**config.mk**
```make
export PLATFORM = sky130hd
export DESIGN_NAME = upper_text_to_sentence_case_top
export DESIGN_NICKNAME = d
export VERILOG_FILES = /design/src/design/utsc_pkg.sv /design/src/design/utsc_conv.sv /design/src/design/utsc_outq.sv /design/src/design/upper_text_to_sentence_case_top.sv
export SDC_FILE = /design/constraint.sdc
export NUM_CORES = 1
export LEC_CHECK = 0
export BUFFER_PORTS_ARGS = -buffer_cell sky130_fd_sc_hd__buf_2
export CAP_MARGIN = 25
export CORE_MARGIN = 2
export CORE_UTILIZATION = 55
export DETAILED_ROUTE_END_ITERATION = 8
export PLACE_DENSITY = 0.72
export SYNTH_ARGS = -nofsm -noshare
export SYNTH_HDL_FRONTEND = slang
export SYNTH_HIERARCHICAL = 1
export SYNTH_SLANG_ARGS = --single-unit
```
**constraint.sdc**
```tcl
create_clock -name clk -period 3.2 [get_ports clk]
set_input_delay 0.48 -clock clk [delete_from_list [all_inputs] [get_ports clk]]
set_output_delay 0.48 -clock clk [all_outputs]
set_load 0.1 [all_outputs]
```
**src/design/utsc_pkg.sv**
```systemverilog
// Shared types and constants for the sentence-case text filter.
// No dependencies; used by every module of the block.
package utsc_pkg;

	localparam int OUTQ_DEPTH_DEFAULT = 4;

	localparam logic [7:0] CHAR_PERIOD  = 8'h2E;
	localparam logic [7:0] CHAR_QUEST   = 8'h3F;
	localparam logic [7:0] CHAR_EXCLAIM = 8'h21;
	localparam logic [7:0] CHAR_LOWER_I = 8'h69;
	localparam logic [7:0] CHAR_UPPER_I = 8'h49;
	localparam logic [7:0] CHAR_SPACE   = 8'h20;
	localparam logic [7:0] CASE_BIT     = 8'h20;

	// Pronoun tracking: nothing seen, one whitespace byte seen, or 'i' held.
	typedef enum logic [2:0] {
		PH_NONE  = 3'b001,
		PH_BLANK = 3'b010,
		PH_HELD  = 3'b100
	} phase_t;

	typedef struct packed {
		logic       last;
		logic [7:0] char;
	} entry_t;

	// Results produced by one accepted item, in text order.
	typedef struct packed {
		logic   push0;
		logic   push1;
		entry_t res0;
		entry_t res1;
	} push_t;

	typedef struct packed {
		phase_t phase;
		logic   after_end;
	} conv_status_t;

	function automatic logic is_letter(input logic [7:0] c);
		is_letter = ((c >= 8'h41) && (c <= 8'h5A)) || ((c >= 8'h61) && (c <= 8'h7A));
	endfunction

	function automatic logic is_blank(input logic [7:0] c);
		is_blank = (c == CHAR_SPACE) || ((c >= 8'h09) && (c <= 8'h0D));
	endfunction

endpackage

```
**src/design/utsc_conv.sv**
```systemverilog
// Case conversion and pronoun detection with their running state.
// Depends on utsc_pkg for types, character constants and classifiers.
module utsc_conv (
	input  logic                   clk,
	input  logic                   arst_n,
	input  logic                   accept,
	input  logic [7:0]             char_in,
	input  logic                   last_in,
	output utsc_pkg::push_t        push,
	output utsc_pkg::conv_status_t status
);

	logic              after_end_q;
	utsc_pkg::phase_t  phase_q;
	logic [7:0]        held_q;

	logic [7:0]        cc;
	logic              after_end_d;
	logic              letter;
	logic              held_present;
	utsc_pkg::phase_t  phase_next;
	logic              hold_now;

	// A byte is held exactly while the phase says so.
	assign held_present = (phase_q == utsc_pkg::PH_HELD);
	assign letter       = utsc_pkg::is_letter(char_in);

	always_comb begin
		cc          = char_in;
		after_end_d = after_end_q;
		if ((char_in == utsc_pkg::CHAR_PERIOD) || (char_in == utsc_pkg::CHAR_QUEST) ||
		    (char_in == utsc_pkg::CHAR_EXCLAIM)) begin
			after_end_d = 1'b1;
		end else if (letter) begin
			cc          = after_end_q ? (char_in & ~utsc_pkg::CASE_BIT)
			                          : (char_in | utsc_pkg::CASE_BIT);
			after_end_d = 1'b0;
		end
	end

	always_comb begin
		case (phase_q)
			utsc_pkg::PH_HELD:  phase_next = utsc_pkg::is_blank(cc) ? utsc_pkg::PH_BLANK
			                                                        : utsc_pkg::PH_NONE;
			utsc_pkg::PH_BLANK: phase_next = (cc == utsc_pkg::CHAR_LOWER_I) ? utsc_pkg::PH_HELD
			                                                                : utsc_pkg::PH_NONE;
			default:            phase_next = utsc_pkg::is_blank(cc) ? utsc_pkg::PH_BLANK
			                                                        : utsc_pkg::PH_NONE;
		endcase
	end

	assign hold_now = (phase_next == utsc_pkg::PH_HELD) && !last_in;

	// When a held byte resolves it goes out first and the current byte second.
	always_comb begin
		push.push0     = accept && (held_present || !hold_now);
		push.push1     = accept && held_present;
		push.res0.last = last_in;
		push.res0.char = cc;
		push.res1.last = last_in;
		push.res1.char = cc;
		if (held_present) begin
			push.res0.last = 1'b0;
			push.res0.char = utsc_pkg::is_letter(cc) ? held_q : utsc_pkg::CHAR_UPPER_I;
		end
	end

	always_ff @(posedge clk or negedge arst_n) begin
		if (!arst_n) begin
			after_end_q <= 1'b1;
			phase_q     <= utsc_pkg::PH_NONE;
		end else if (accept) begin
			if (last_in) begin
				after_end_q <= 1'b1;
				phase_q     <= utsc_pkg::PH_NONE;
			end else begin
				after_end_q <= after_end_d;
				phase_q     <= phase_next;
			end
		end
	end

	always_ff @(posedge clk) begin
		if (accept && hold_now) begin
			held_q <= cc;
		end
	end

	assign status.phase     = phase_q;
	assign status.after_end = after_end_q;

endmodule

```
**src/design/utsc_outq.sv**
```systemverilog
// Result queue: takes up to two items per cycle, hands out one per cycle while out_ready is high.
// Depends on utsc_pkg for the entry and push types.
module utsc_outq #(
	parameter int DEPTH = utsc_pkg::OUTQ_DEPTH_DEFAULT
) (
	input  logic                      clk,
	input  logic                      arst_n,
	input  utsc_pkg::push_t           push,
	output logic                      out_valid,
	input  logic                      out_ready,
	output logic [7:0]                char_out,
	output logic                      last_out,
	output logic [$clog2(DEPTH+1)-1:0] count
);

	localparam int PW = (DEPTH > 1) ? $clog2(DEPTH) : 1;
	localparam int CW = $clog2(DEPTH + 1);

	utsc_pkg::entry_t mem_q [DEPTH];
	logic [PW-1:0]    wr_ptr_q;
	logic [PW-1:0]    rd_ptr_q;
	logic [CW-1:0]    count_q;
	logic [PW-1:0]    wr_ptr_p1;
	logic             pop;

	function automatic logic [PW-1:0] ptr_inc(input logic [PW-1:0] p);
		ptr_inc = (p == PW'(DEPTH - 1)) ? '0 : p + 1'b1;
	endfunction

	assign wr_ptr_p1 = ptr_inc(wr_ptr_q);
	assign out_valid = (count_q != '0);
	assign pop       = out_valid && out_ready;

	always_ff @(posedge clk) begin
		if (push.push0) begin
			mem_q[wr_ptr_q] <= push.res0;
		end
		if (push.push1) begin
			mem_q[wr_ptr_p1] <= push.res1;
		end
	end

	always_ff @(posedge clk or negedge arst_n) begin
		if (!arst_n) begin
			wr_ptr_q <= '0;
			rd_ptr_q <= '0;
			count_q  <= '0;
		end else begin
			if (push.push1) begin
				wr_ptr_q <= ptr_inc(wr_ptr_p1);
			end else if (push.push0) begin
				wr_ptr_q <= wr_ptr_p1;
			end
			if (pop) begin
				rd_ptr_q <= ptr_inc(rd_ptr_q);
			end
			count_q <= count_q + CW'(push.push0) + CW'(push.push1) - CW'(pop);
		end
	end

	assign char_out = mem_q[rd_ptr_q].char;
	assign last_out = mem_q[rd_ptr_q].last;
	assign count    = count_q;

endmodule

```
**src/design/upper_text_to_sentence_case_top.sv**
```systemverilog
// Sentence-case filter: one byte in per cycle while in_ready is high; results are
// registered in the result queue. A candidate pronoun 'i' is held until the next item arrives.
// Throughput is one item per cycle while the queue has room; the result queue drains one byte
// per cycle while out_ready is high, and the block takes new items while it has room for two results.
// Reset (arst_n, asynchronous): queue empty, sentence start pending, no byte held.
// State also returns to reset values after each item marked last.
module upper_text_to_sentence_case_top #(
	parameter int OUTQ_DEPTH = utsc_pkg::OUTQ_DEPTH_DEFAULT
) (
	input  logic       clk,
	input  logic       arst_n,
	input  logic       in_valid,
	output logic       in_ready,
	input  logic [7:0] char_in,
	input  logic       last_in,
	output logic       out_valid,
	input  logic       out_ready,
	output logic [7:0] char_out,
	output logic       last_out
);

	localparam int CW = $clog2(OUTQ_DEPTH + 1);

	utsc_pkg::push_t        push;
	utsc_pkg::conv_status_t status;
	logic [CW-1:0]          count;
	logic                   accept;

	// Room for two results is needed, since one item may release two bytes.
	assign in_ready = (count <= CW'(OUTQ_DEPTH - 2));
	assign accept   = in_valid && in_ready;

	utsc_conv u_conv (
		.clk     (clk),
		.arst_n  (arst_n),
		.accept  (accept),
		.char_in (char_in),
		.last_in (last_in),
		.push    (push),
		.status  (status)
	);

	utsc_outq #(
		.DEPTH (OUTQ_DEPTH)
	) u_outq (
		.clk       (clk),
		.arst_n    (arst_n),
		.push      (push),
		.out_valid (out_valid),
		.out_ready (out_ready),
		.char_out  (char_out),
		.last_out  (last_out),
		.count     (count)
	);

`ifndef NO_ASSERTIONS
	a_queue_bound: assert property (@(posedge clk) disable iff (!arst_n)
		count <= CW'(OUTQ_DEPTH))
		else $error("result queue count exceeds its depth");

	a_last_clears: assert property (@(posedge clk) disable iff (!arst_n)
		(accept && last_in) |=> (status.phase == utsc_pkg::PH_NONE) && status.after_end)
		else $error("state not cleared after last item");

	a_push_order: assert property (@(posedge clk) disable iff (!arst_n)
		push.push1 |-> (push.push0 && accept))
		else $error("second result pushed without first");

	a_last_not_held: assert property (@(posedge clk) disable iff (!arst_n)
		(accept && last_in) |-> push.push0)
		else $error("last item produced no result");
`endif

endmodule

```
==> reports/metrics.yaml <==
sta:
  finClkSkew_ns: 0.00570
  tns_ns: 0
  fin_crit_ns: 2.81
  fin_ws_ns: 0.389
  final-max-slew-violation-count: 0
  rsz0062_at_grt: "false"
  worst_hold_slack_ns: 0.0259
  slew_headroom_pct: 59.4
  fin_crit_sh_pct: 87.8
  fmax_ghz: 0.356
  setup_viol: 0
  hold_violations: 0
  tightest_slew_ns: 0.609
grt:
  grt_max_degree: 17
  first_global_vias: 1748
  grt_usage_pct: 19.3
  overflow: 0
  grt_pass1_wl_um: 8980
  antenna_found_initial: 0
worst_setup_path:
  critPathRequiredTime_ns: 3.43
  worst_setup_path_end_kind: "flip-flop"
  crit_path_max_incr_delay_ns: 0.38
  critical_path_buf_inv_count: 4
  worstPathMaxFanout: 4
  worst_path_max_delay_cell: "fa_1"
  critical_path_class: "in -> reg"
  crit_chain: "buf_2, nor3_1, nor3b_2, a311oi_2, mux2_4, inv_2, a21boi_1, inv_1, ha_1, inv_1, fa_1, fa_1, xnor2_1, xnor2_1"
  cp_top_family: "adder cells"
  start_kind: "input pin"
  cp.arrival_ns: 3.04
min_path:
  hold_class: "in -> async"
die:
  die_w_um: 78.4
  die_area_um2: 6150
  ios: 24
  start_util_pct: 56.0
  coreArea_um2: 5440
  num_rows: 27
  die_y_um: 78.4
clock_network:
  cts_buffer_depth: 2
  cts_tree: "done"
  postCtsSetupRepairBufs: 0
  clk-insertion-delay-late_ns: 0.30
  cts.sinks: 55
  post_cts_resized: 0
  htreeDepth: 2
  cts-hold-fix-buffers: 0
  cts-root-buf: "clkbuf_8"
  clkSlewWorstSetupHoldPaths_ns: 0.09
  cts_buffers: 5
placed_design:
  gp_congestion: 0.814
  hpwlAfterDp_um: 3960
  place_ws_ns: 0.0442
  port_buffers: 23
  placement.cell_area_um2: 3230
synthesis:
  syn_nets: 233
  synth.cell_area_um2: 3050
  ys_warn_count: 6
  syn_area_per_cell_um2: 14.4
  synth_cells: 211
detailed_routing:
  wl_um: 5530
  wire_per_inst_um: 17.8
  dr_wl_met2_um: 2680
  first_pass_iters: 4
  drc_errors: 0
  vias: 1749
  met3WireLength_um: 213
  vias_per_cell: 5.64
  ant_nets: 0
  drt-met1-wl_um: 2580
  routed.top_layer: "met4"
  drt_iter0_markers: 76
finish:
  design_area_um2: 3340
  syn2layout_area_growth_pct: 9.44
  nets: 259
  drive_above_1_share_pct: 42.4
  antenna_cells: 0
run_status:
  status: "completed"
pwr:
  powerDensity_nw_per_um2: 825
  leakage_uw: 0.00127
  ir_worst_vdd_mv: 0.612
  power_uw: 2750
flow_run:
  drv_cap: 0
worst reg2reg max path, stage by stage (launching register included):
cell      delay (ns)
dfstp_2         0.39
or3b_2          0.48
nor4_1          0.37
a21boi_1        0.14
inv_1           0.07
ha_1            0.12
inv_1           0.04
fa_1            0.37
fa_1            0.38
xnor2_1         0.18
xnor2_1         0.14
registers in the layout (all words and copies together), names as in the netlist:
| signal | cells |
|---|---|
| u_outq/wr_ptr_q | 2 |
| u_conv/phase_q | 3 |
| u_conv/after_end_q | 1 |
| u_outq/count | 3 |
| u_outq/rd_ptr_q | 2 |
| u_outq/mem_q | 36 |
| u_conv/held_q | 8 |
stage by stage:
stage                     std cells  utilization (%)
after CTS                       310             61.3
after global placement          302             59.4
after global routing            310             61.3
after detailed placement        302             59.4
final                           310             61.3
after floorplan                 211                -
final timing paths:
check,startpoint,to,slack (ns),depth (start not counted)
worst min-delay path,arst_n,u_outq/rd_ptr_q[0],0.03,1
worst max-delay path,char_in[2],u_outq/count[2],0.39,14
worst min register to register,u_conv/phase_q[0],u_conv/phase_q[0],0.58,2
min in group clk,char_in[2],u_conv/held_q[2],0.40,1
max in group asynchronous,arst_n,u_conv/phase_q[0],2.91,1
worst max register to register,u_conv/phase_q[0],u_outq/count[2],0.44,10
metal layers:
metal / vias to the layer above / track usage, %
li1: 851 / -
met1: 853 / 26.7
met2: 38 / 32.3
met5: - / 0
met4: 0 / 4.21
met3: 7 / 3.10
layout make-up:
| cell class | instances | area [µm²] |
|---|---|---|
| Timing Repair Buffer | 33 | 190 |
| Clock inverter | 1 | 30.0 |
| Multi-Input combinational cell | 130 | 1310 |
| Sequential cell | 55 | 1600 |
| Tap cell | 72 | 90.1 |
| Clock buffer | 7 | 76.3 |
| Inverter | 12 | 45.0 |
| Fill cell | 446 | 2100 |
power breakdown:
group	internal, µW	switching (µW)	total (µW)
registers	903	136	1040
clock network	234	211	445
logic	377	889	1270
total	1510	1240	2750
placed cells by master, fill, tap and decap left out, types with 2 or more instances in the layout:
cell and instances:
fa_1 2, nor3_1 2, dfrtp_1 9, clkbuf_8 5, ha_1 7, and2_1 5
o21ai_0 2, mux2_2 39, nand2_2 4, a22o_1 5, edfxtp_1 44, or4bb_1 2
clkbuf_1 2, nand2_1 15, dfstp_2 2, mux4_1 4, a21o_1 2, o22a_1 2
nor2_1 5, or3_1 2, mux4_2 5, buf_4 10, xnor2_1 2, inv_1 11
buf_2 23, or3b_2 2
No activity file was read; power rests on OpenSTA's default activity.
